**config.mk**
```make
export PLATFORM = sky130hd
export DESIGN_NAME = utf16_to_utf8_transcoder
export DESIGN_NICKNAME = d
export VERILOG_FILES = /design/src/u16u8_pkg.sv /design/src/u16u8_front.sv /design/src/u16u8_queue.sv /design/src/u16u8_back.sv /design/src/utf16_to_utf8_transcoder.sv
export SDC_FILE = /design/constraint.sdc
export NUM_CORES = 1
export LEC_CHECK = 0
export BUFFER_PORTS_ARGS = -buffer_cell sky130_fd_sc_hd__buf_2
export CORE_UTILIZATION = 33
export DETAILED_ROUTE_END_ITERATION = 12
export GPL_ROUTABILITY_DRIVEN = 0
export PLACE_DENSITY_LB_ADDON = 0.25
export RECOVER_POWER = 25
export SLEW_MARGIN = 20
export SYNTH_ARGS = -nofsm -noshare
export SYNTH_HDL_FRONTEND = slang
export SYNTH_SLANG_ARGS = --single-unit
```
**constraint.sdc**
```tcl
create_clock -name clk -period 9.1 [get_ports clk]
set_input_delay 1.82 -clock clk [delete_from_list [all_inputs] [get_ports clk]]
set_output_delay 1.82 -clock clk [all_outputs]
set_load 0.01 [all_outputs]
```
**src/u16u8_pkg.sv**
```systemverilog
// ----------------------------------------------------------------------------
// u16u8_pkg - shared types, constants and the UTF-8 encoder
// Job descriptor passed from the front end to the byte serialiser, result
// byte type, surrogate constants and the code point encoder.
// ----------------------------------------------------------------------------
package u16u8_pkg;

    localparam int unsigned QUEUE_DEPTH = 2;
    localparam int unsigned MAX_BYTES   = 7;   // FFFD + BMP char + NUL

    localparam logic [15:0] CAP_RESET   = 16'd64;
    localparam logic [15:0] SURR_MASK   = 16'hFC00;
    localparam logic [15:0] HIGH_SURR   = 16'hD800;
    localparam logic [15:0] LOW_SURR    = 16'hDC00;
    localparam logic [20:0] REPL_CP     = 21'h00FFFD;
    localparam logic [20:0] SUPP_BASE   = 21'h010000;
    localparam logic [20:0] TWO_BYTE_LO = 21'h000080;
    localparam logic [20:0] THR_BYTE_LO = 21'h000800;

    // Encoded character: bytes[0] goes out first
    typedef struct packed {
        logic [3:0][7:0] bytes;
        logic [2:0]      len;
    } enc_t;

    // One request's worth of output bytes
    typedef struct packed {
        logic [MAX_BYTES-1:0][7:0] bytes;
        logic [2:0]                n_bytes;  // 1..7
        logic                      nul;      // last byte is the terminator
        logic                      trunc;    // terminator after a stop
    } job_t;

    // One result byte with its flags
    typedef struct packed {
        logic [7:0] out_byte;
        logic       end_of_item;
        logic       end_of_string;
        logic       truncated;
    } res_t;

    // cp must already be a valid scalar value
    function automatic enc_t encode(input logic [20:0] cp);
        enc_t e;
        e.bytes = '0;
        if (cp >= SUPP_BASE)
        begin
            e.bytes[0] = {5'b11110, cp[20:18]};
            e.bytes[1] = {2'b10, cp[17:12]};
            e.bytes[2] = {2'b10, cp[11:6]};
            e.bytes[3] = {2'b10, cp[5:0]};
            e.len      = 3'd4;
        end
        else if (cp >= THR_BYTE_LO)
        begin
            e.bytes[0] = {4'b1110, cp[15:12]};
            e.bytes[1] = {2'b10, cp[11:6]};
            e.bytes[2] = {2'b10, cp[5:0]};
            e.len      = 3'd3;
        end
        else if (cp >= TWO_BYTE_LO)
        begin
            e.bytes[0] = {3'b110, cp[10:6]};
            e.bytes[1] = {2'b10, cp[5:0]};
            e.len      = 3'd2;
        end
        else
        begin
            e.bytes[0] = {1'b0, cp[6:0]};
            e.len      = 3'd1;
        end
        return e;
    endfunction

endpackage

```
**src/u16u8_front.sv**
```systemverilog
// ----------------------------------------------------------------------------
// u16u8_front - code unit classifier
// Pairs surrogates, applies the output budget and builds one job per request
// that produces any bytes.
// ----------------------------------------------------------------------------
module u16u8_front
(
    input  logic              clk,
    input  logic              rst_n,
    input  logic [15:0]       out_capacity,
    input  logic              accept,
    input  logic [15:0]       code_unit,
    input  logic              last_unit,
    output logic              q_push,
    output u16u8_pkg::job_t   q_job
);

    logic [9:0]  held_high_reg, held_high_next;
    logic        held_valid_reg, held_valid_next;
    logic [15:0] room_left_reg, room_left_next;
    logic        stopped_reg, stopped_next;
    logic        fresh_reg, fresh_next;

    logic        is_high, is_low;
    logic [15:0] room_eff, room_a, room_b;
    logic        a_present, b_present, hold_new;
    logic [20:0] a_cp, b_cp;
    u16u8_pkg::enc_t enc_a, enc_b;
    logic        a_fit, b_fit, stop_now, active;
    logic [2:0]  len_a_e, len_b_e, len_ab, off;

    assign is_high = (code_unit & u16u8_pkg::SURR_MASK) == u16u8_pkg::HIGH_SURR;
    assign is_low  = (code_unit & u16u8_pkg::SURR_MASK) == u16u8_pkg::LOW_SURR;

    always_comb
    begin
        if (fresh_reg)
            room_eff = (out_capacity == 16'd0) ? 16'd1 : out_capacity;
        else
            room_eff = room_left_reg;
    end

    // Up to two characters: a flushed/paired one, then the current unit
    always_comb
    begin
        if (held_valid_reg)
        begin
            a_present = 1'b1;
            a_cp      = is_low ? (u16u8_pkg::SUPP_BASE
                                  + {1'b0, held_high_reg, code_unit[9:0]})
                               : u16u8_pkg::REPL_CP;
            b_present = !is_low && !is_high;
            hold_new  = !is_low && is_high;
        end
        else
        begin
            a_present = !is_high;
            a_cp      = is_low ? u16u8_pkg::REPL_CP : {5'd0, code_unit};
            b_present = 1'b0;
            hold_new  = is_high;
        end
        b_cp = {5'd0, code_unit};
    end

    assign enc_a = u16u8_pkg::encode(a_cp);
    assign enc_b = u16u8_pkg::encode(b_cp);

    assign active   = !stopped_reg;
    assign room_a   = room_eff - {13'd0, enc_a.len};
    assign room_b   = room_a - {13'd0, enc_b.len};
    assign a_fit    = a_present && ({13'd0, enc_a.len} < room_eff);
    assign b_fit    = b_present && a_fit && ({13'd0, enc_b.len} < room_a);
    assign stop_now = active && ((a_present && !a_fit) || (b_present && a_fit && !b_fit));

    assign len_a_e = (active && a_fit) ? enc_a.len : 3'd0;
    assign len_b_e = (active && b_fit) ? enc_b.len : 3'd0;
    assign len_ab  = len_a_e + len_b_e;

    always_comb
    begin
        off = 3'd0;
        for (int i = 0; i < u16u8_pkg::MAX_BYTES; i++)
        begin
            off = 3'(i) - len_a_e;
            if (3'(i) < len_a_e)
                q_job.bytes[i] = enc_a.bytes[i[1:0]];
            else if (3'(i) < len_ab)
                q_job.bytes[i] = enc_b.bytes[off[1:0]];
            else
                q_job.bytes[i] = 8'h00;
        end
        q_job.n_bytes = len_ab + {2'd0, last_unit};
        q_job.nul     = last_unit;
        q_job.trunc   = last_unit && (stopped_reg || stop_now);
    end

    assign q_push = accept && (q_job.n_bytes != 3'd0);

    always_comb
    begin
        held_high_next  = held_high_reg;
        held_valid_next = held_valid_reg;
        room_left_next  = room_left_reg;
        stopped_next    = stopped_reg;
        fresh_next      = fresh_reg;
        if (accept)
        begin
            fresh_next     = 1'b0;
            room_left_next = room_eff;
            if (active)
            begin
                held_valid_next = hold_new && (!held_valid_reg || a_fit);
                if (hold_new)
                    held_high_next = code_unit[9:0];
                if (b_fit)
                    room_left_next = room_b;
                else if (a_fit)
                    room_left_next = room_a;
                stopped_next = stop_now;
            end
            if (last_unit)
            begin
                held_valid_next = 1'b0;
                stopped_next    = 1'b0;
                fresh_next      = 1'b1;
            end
        end
    end

    always_ff @(posedge clk or negedge rst_n)
    begin
        if (!rst_n)
        begin
            held_valid_reg <= 1'b0;
            stopped_reg    <= 1'b0;
            fresh_reg      <= 1'b1;
        end
        else
        begin
            held_valid_reg <= held_valid_next;
            stopped_reg    <= stopped_next;
            fresh_reg      <= fresh_next;
        end
    end

    always_ff @(posedge clk)
    begin
        held_high_reg <= held_high_next;
        room_left_reg <= room_left_next;
    end

endmodule

```
**src/u16u8_queue.sv**
```systemverilog
// ----------------------------------------------------------------------------
// u16u8_queue - job queue
// Small register queue decoupling the classifier from the serialiser.
// ----------------------------------------------------------------------------
module u16u8_queue
#(
    parameter int unsigned DEPTH = u16u8_pkg::QUEUE_DEPTH
)
(
    input  logic              clk,
    input  logic              rst_n,
    input  logic              push,
    input  u16u8_pkg::job_t   wr_job,
    input  logic              pop,
    output u16u8_pkg::job_t   rd_job,
    output logic              full,
    output logic              empty
);

    localparam int unsigned PTR_W = (DEPTH > 1) ? $clog2(DEPTH) : 1;
    localparam int unsigned CNT_W = $clog2(DEPTH + 1);

    u16u8_pkg::job_t mem [DEPTH];

    logic [PTR_W-1:0] wr_ptr_reg, wr_ptr_next;
    logic [PTR_W-1:0] rd_ptr_reg, rd_ptr_next;
    logic [CNT_W-1:0] count_reg, count_next;
    logic             do_push, do_pop;

    assign full    = count_reg == CNT_W'(DEPTH);
    assign empty   = count_reg == '0;
    assign do_push = push && !full;
    assign do_pop  = pop && !empty;
    assign rd_job  = mem[rd_ptr_reg];

    always_comb
    begin
        wr_ptr_next = wr_ptr_reg;
        rd_ptr_next = rd_ptr_reg;
        count_next  = count_reg;
        if (do_push)
            wr_ptr_next = (wr_ptr_reg == PTR_W'(DEPTH - 1)) ? '0 : wr_ptr_reg + 1'b1;
        if (do_pop)
            rd_ptr_next = (rd_ptr_reg == PTR_W'(DEPTH - 1)) ? '0 : rd_ptr_reg + 1'b1;
        if (do_push && !do_pop)
            count_next = count_reg + 1'b1;
        else if (do_pop && !do_push)
            count_next = count_reg - 1'b1;
    end

    always_ff @(posedge clk or negedge rst_n)
    begin
        if (!rst_n)
        begin
            wr_ptr_reg <= '0;
            rd_ptr_reg <= '0;
            count_reg  <= '0;
        end
        else
        begin
            wr_ptr_reg <= wr_ptr_next;
            rd_ptr_reg <= rd_ptr_next;
            count_reg  <= count_next;
        end
    end

    always_ff @(posedge clk)
    begin
        if (do_push)
            mem[wr_ptr_reg] <= wr_job;
    end

endmodule

```
**src/u16u8_back.sv**
```systemverilog
// ----------------------------------------------------------------------------
// u16u8_back - byte serialiser
// Walks the head job one byte per cycle, while the result stage is free or popped, into a registered result stage.
// ----------------------------------------------------------------------------
module u16u8_back
(
    input  logic              clk,
    input  logic              rst_n,
    input  logic              q_empty,
    input  u16u8_pkg::job_t   q_job,
    output logic              q_pop,
    input  logic              pop,
    output logic              empty,
    output u16u8_pkg::res_t   res
);

    logic            out_valid_reg, out_valid_next;
    u16u8_pkg::res_t res_reg, res_next;
    logic [2:0]      idx_reg, idx_next;
    logic            load, last_byte;

    assign load      = !q_empty && (!out_valid_reg || pop);
    assign last_byte = idx_reg == (q_job.n_bytes - 3'd1);
    assign q_pop     = load && last_byte;
    assign empty     = !out_valid_reg;
    assign res       = res_reg;

    always_comb
    begin
        out_valid_next = out_valid_reg;
        idx_next       = idx_reg;
        res_next       = res_reg;
        if (pop && out_valid_reg)
            out_valid_next = 1'b0;
        if (load)
        begin
            out_valid_next         = 1'b1;
            res_next.out_byte      = q_job.bytes[idx_reg];
            res_next.end_of_item   = last_byte;
            res_next.end_of_string = last_byte && q_job.nul;
            res_next.truncated     = last_byte && q_job.trunc;
            idx_next               = last_byte ? 3'd0 : idx_reg + 3'd1;
        end
    end

    always_ff @(posedge clk or negedge rst_n)
    begin
        if (!rst_n)
        begin
            out_valid_reg <= 1'b0;
            idx_reg       <= 3'd0;
        end
        else
        begin
            out_valid_reg <= out_valid_next;
            idx_reg       <= idx_next;
        end
    end

    always_ff @(posedge clk)
    begin
        res_reg <= res_next;
    end

endmodule

```
**src/utf16_to_utf8_transcoder.sv**
```systemverilog
// ----------------------------------------------------------------------------
// utf16_to_utf8_transcoder - streaming UTF-16 to UTF-8 converter
// Top level: configuration register, classifier, job queue and serialiser.
// ----------------------------------------------------------------------------
// Usage
//   Input side behaves as a queue: drive code_unit/last_unit with push; a
//   request is taken on a clock edge with push high and full low. Result side
//   is a queue too: while empty is low the oldest byte sits on out_byte with
//   its flags, and pop takes it.
//   Each request yields 0..7 bytes; end_of_item marks the last byte of a
//   request, end_of_string and truncated ride on the terminating NUL.
//   cfg_wr_en/cfg_wr_data write out_capacity (budget incl. NUL); the value is
//   sampled at the first unit of each string. Write only when idle.
// Timing
//   The classifier handles a request in the accepting cycle and queues a job;
//   the job is written into the queue at the accepting edge and its first byte
//   is then registered in the result stage. The serialiser sends one byte per
//   cycle while pop keeps the result stage free. Requests are taken every
//   cycle while the job queue (QUEUE_DEPTH entries) has room.
// Reset and stall
//   Reset clears the queue, drops any held surrogate and loads a capacity of
//   64. While pop is low the result byte holds and the queue fills; full then
//   rises and input stalls without loss.
// ----------------------------------------------------------------------------
module utf16_to_utf8_transcoder
#(
    parameter int unsigned QUEUE_DEPTH = u16u8_pkg::QUEUE_DEPTH
)
(
    input  logic        clk,
    input  logic        rst_n,
    // configuration
    input  logic        cfg_wr_en,
    input  logic [15:0] cfg_wr_data,
    // code unit queue
    input  logic        push,
    output logic        full,
    input  logic [15:0] code_unit,
    input  logic        last_unit,
    // byte queue
    output logic        empty,
    input  logic        pop,
    output logic [7:0]  out_byte,
    output logic        end_of_item,
    output logic        end_of_string,
    output logic        truncated
);

    logic [15:0]     out_capacity_reg;
    logic            accept;
    logic            q_push, q_pop, q_full, q_empty;
    u16u8_pkg::job_t wr_job, rd_job;
    u16u8_pkg::res_t res;

    // Capacity register, no read-back
    always_ff @(posedge clk or negedge rst_n)
    begin
        if (!rst_n)
            out_capacity_reg <= u16u8_pkg::CAP_RESET;
        else if (cfg_wr_en)
            out_capacity_reg <= cfg_wr_data;
    end

    // Input stalls only on a full job queue
    assign full   = q_full;
    assign accept = push && !q_full;

    u16u8_front u_front
    (
        .clk          (clk),
        .rst_n        (rst_n),
        .out_capacity (out_capacity_reg),
        .accept       (accept),
        .code_unit    (code_unit),
        .last_unit    (last_unit),
        .q_push       (q_push),
        .q_job        (wr_job)
    );

    u16u8_queue #(.DEPTH(QUEUE_DEPTH)) u_queue
    (
        .clk    (clk),
        .rst_n  (rst_n),
        .push   (q_push),
        .wr_job (wr_job),
        .pop    (q_pop),
        .rd_job (rd_job),
        .full   (q_full),
        .empty  (q_empty)
    );

    u16u8_back u_back
    (
        .clk     (clk),
        .rst_n   (rst_n),
        .q_empty (q_empty),
        .q_job   (rd_job),
        .q_pop   (q_pop),
        .pop     (pop),
        .empty   (empty),
        .res     (res)
    );

    assign out_byte      = res.out_byte;
    assign end_of_item   = res.end_of_item;
    assign end_of_string = res.end_of_string;
    assign truncated     = res.truncated;

    // The terminator always closes its request
    a_eos_ends_item: assert property (@(posedge clk) disable iff (!rst_n)
        !empty && end_of_string |-> end_of_item)
        else $error("terminator without end_of_item");

    // The terminator is a zero byte
    a_eos_is_nul: assert property (@(posedge clk) disable iff (!rst_n)
        !empty && end_of_string |-> out_byte == 8'h00)
        else $error("terminator byte not zero");

    // truncated only rides on the terminator
    a_trunc_on_eos: assert property (@(posedge clk) disable iff (!rst_n)
        !empty && truncated |-> end_of_string)
        else $error("truncated outside terminator");

    // A request taken into an empty pipeline: job queued at the accepting
    // edge, first byte registered at the next one
    a_first_byte: assert property (@(posedge clk) disable iff (!rst_n)
        accept && q_empty && empty && q_push |=> ##1 !empty)
        else $error("queued job produced no byte");

endmodule
```
==> metrics.md <==
| Metric | Value |
|---|---|
| Status | `finished with violations` |
| Failing checks | `capacitance limit, slew limit` |
| Cell internal pwr | `2.06 mW` |
| N_diodes | `0` |
| Hold-fix buffers, CTS | `0` |
| Setup slack, reg-to-reg | `1.81 ns` |
| Cells after Synth | `935` |
| CTS root buffer | `clkbuf_16` |
| Post-synthesis sequential element count | `186` |
| Gr usage total | `17.8%` |
| Setup Fix Bufs, Post-CTS | `0` |
| Post-DR wirelength/cell | `around 21 um` |
| Total wire length | `around 28000 um` |
| Gate power share | `between 30 and 40%` |
| Die width | `approximately 180 um` |
| Commonest cells in the netlist | `edfxtp_1, nand2_1, nor2_1, o21ai_0` |
| Met1 Usage GRT | `26.3%` |
| First-pass GRT wire length | `44200 um` |
| Port bufs | `50` |
| Clk_skew | `0.0144 ns` |
| RSZ-0062 raised after global routing | `false` |
| Final core utilization | `38.0%` |
| Max FFs per register | `~120` |
| GRT Residual Overflow | `0` |
| Post-synthesis async set-or-reset flop share | `14.5%` |
| Slew @ Worst Pin | `3.34 ns` |
| I/O pin total | `51` |
| Share of power burned in registers | `40.6%` |
| Count leader, synth | `edfxtp_1` |
| DRC Markers | `0` |
| Setup TNS | `0 ns` |
| Rel. slew slack | `-122%` |
| Sw power | `1.14 mW` |
| M2 GR Usage | `26.9%` |
| Clk slew on worst S/H paths | `0.07 ns` |
| Layout area overhead | `12.3%` |
| Cell Pwr Density | `273 nW/um^2` |
| DRT iter0 DRCs | `858` |
| Critical path start-end classification | `in2reg` |
| Drt via density | `5.67` |
| Post-synthesis sequential area ratio | `between 50% and 60%` |
| Worst EP arrival | `8.24 ns` |
| Die ar. | `32400 sq um` |
| Share of cells above drive strength 1 | `16.0%` |
| P_leak | `~4.1 nW` |
| Hold crit path type | `reg2reg` |
| CP Launch Type | `input port` |
| Max Cap Violations | `2` |
| Vias in the first global route | `7375` |
| Clk sinks | `186` |
| Unique masters post-synth | `87` |
| Grt met3 use | `approximately 3.1%` |
| CTS tree | `done` |
| Final cycle utilization of the critical path | `89.3%` |
| Netlist Area Pre-Place | `10500 sq um` |
| Core Footprint | `30900 sq um` |
| # resized after CTS | `0` |
| Yosys warning count | `0` |
| Post-layout net count | `1020` |
| CP max FO | `51` |
| GRT busiest layer | `met2` |
| Cts bufs inserted | `17` |
| Area contributors post-synth | `edfxtp_1, dfrtp_1, mux4_2` |
| Slew Viols, Final | `71` |
| Synth top area share | `45.6%` |
| Routed Antenna Nets | `0` |
| Mean post-synth cell area | `11.2 sq um` |
| CP required | `9.21 ns` |
| Chip Height | `180 um` |
| FP Rows | `64` |
| Net Count, Synth | `987` |
| DP Wirelength | `20500 um` |
| Clk Latency, worst-skew pair | `0.44 ns` |
| Post-synth EDFFs | `around 160` |
| Yosys top cell by area | `edfxtp_1` |
| Ys flop type | `edfxtp_1` |
| Net Sw Frac | `between 30% and 40%` |
| Fmax | `~120 MHz` |
| Initial core utilization | `33.8%` |
| Peak supply drop | `a little over 0.1 mV` |
| Final hold vios | `0` |
| Min Clock Period, post-route | `8.13 ns` |
| Antenna violations before repair | `0` |
| Clk pwr share | `23.5%` |
| Via count | `7804` |
| 1st-pass router iterations | `5` |
| CTS Buffer Depth | `2` |
| Final setup viols | `0` |
| CP endpoint kind | `register` |
| Largest net degree at the start of global routing | `53` |
| H-tree depth | `4` |
## per-stage QoR
| step | total power [mW] | hold slack, ns | std cells | instance area [sq um] | setup slack, ns |
|---|---|---|---|---|---|
| 2_1_floorplan | 2.15 | 0.460 | 935 | 10500 | -0.361 |
| 3_3_place_gp | 2.47 | 0.507 | 1345 | 11200 | 0.795 |
| 3_5_place_dp | 2.47 | 0.503 | 1345 | 11200 | 0.696 |
| 4_1_cts | 3.23 | 0.520 | 1377 | 11800 | 1.15 |
| 5_1_grt | 3.41 | 0.549 | 1377 | 11700 | 0.596 |
| 6_report | 3.21 | 0.519 | 1377 | 11700 | 0.974 |
## worst paths after layout
path / from / endpoint / depth (start not counted)
worst min register to register: u_queue.count_reg[1]$_DFFE_PN0P_ / u_queue.count_reg[1]$_DFFE_PN0P_ / 1
max in group asynchronous: rst_n / u_queue.rd_ptr_reg$_DFFE_PN0P_ / 1
worst min-delay path: u_queue.count_reg[1]$_DFFE_PN0P_ / u_queue.count_reg[1]$_DFFE_PN0P_ / 1
worst max register to register: u_front.held_valid_reg$_DFFE_PN0P_ / u_queue.mem[0][47]$_DFFE_PP_ / 26
min in group asynchronous: rst_n / out_capacity_reg[14]$_DFFE_PN0P_ / 1
worst max-delay path: code_unit[10] / u_queue.mem[0][47]$_DFFE_PP_ / 26
## cell families (layout without fill, tap and decap cells)
family                   Yosys count  count (layout)  synth area share [%]
AND/OR/NAND/NOR                  306             306                  14.8
AO/OA/AOI/OAI                    228             228                  14.3
XOR/XNOR                          33              33                  2.76
multiplexers                      81              81                  10.6
buffers and inverters             87             133                  3.55
flip-flops                       186             186                  52.1
adder cells (fa/ha/maj)           14              14                  1.89
## area by class of cell
type,instances,area (sq um)
clock buffer,17,425
timing repair buffer,71,404
tap,396,495
fill,3062,19200
clock inverter,15,183
inverter,30,113
multi-input combinational,662,4670
sequential,186,5450
## cells in the final DEF, fill, tap and decap left out, drive strengths merged, types with 6 or more instances in the layout
master	n
nor3	28
nor2	85
a31oi	20
nand2	88
o22ai	28
nand2b	10
nor2b	8
dfrtp	25
inv	36
a211oi	9
o31ai	7
clkinv	8
nand3	25
nor4	18
mux2	24
or4	6
o21ai	72
and2	7
buf	52
mux2i	37
xor2	13
mux4	20
a21oi	36
xnor2	20
ha	11
edfxtp	159
clkbuf	36
## critical path, stage by stage
cell and delay (ns):
buf_2 0.21, inv_1 0.16, or4_1 0.58, o32a_1 0.34
nor2_1 0.15, nor2_1 0.07, ha_1 0.21, fa_1 0.40
nand2b_1 0.21, and3_1 0.25, xnor2_1 0.32, nor4_1 0.12
o211a_1 0.16, and3b_1 0.20, or3_4 0.42, nor2_1 0.14
ha_1 0.15, inv_1 0.04, fa_1 0.53, xor2_1 0.22
buf_4 0.18, and2_1 0.18, a21oi_1 0.15, o21ai_1 0.20
nor2_4 0.46, buf_12 0.33
## power groups by stage
stage | Combinational (mW) | Sequential (mW) | Clock, mW
final | 1.15 | 1.30 | 0.753
after global routing | 1.28 | 1.33 | 0.808
after CTS | 1.15 | 1.30 | 0.773
after detailed placement | 1.15 | 1.32 | 0
after global placement | 1.15 | 1.32 | 0
after floorplan | 0.867 | 1.29 | 0
## layer usage
metal / share of wire [%] / up-vias
li1: - / 3634
met1: 49 / 3854
met2: 44 / 285
met3: 5.6 / 31
met4: 1.6 / 0
met5: 0 / -
Note: power is estimated with default switching activity, not from simulation.
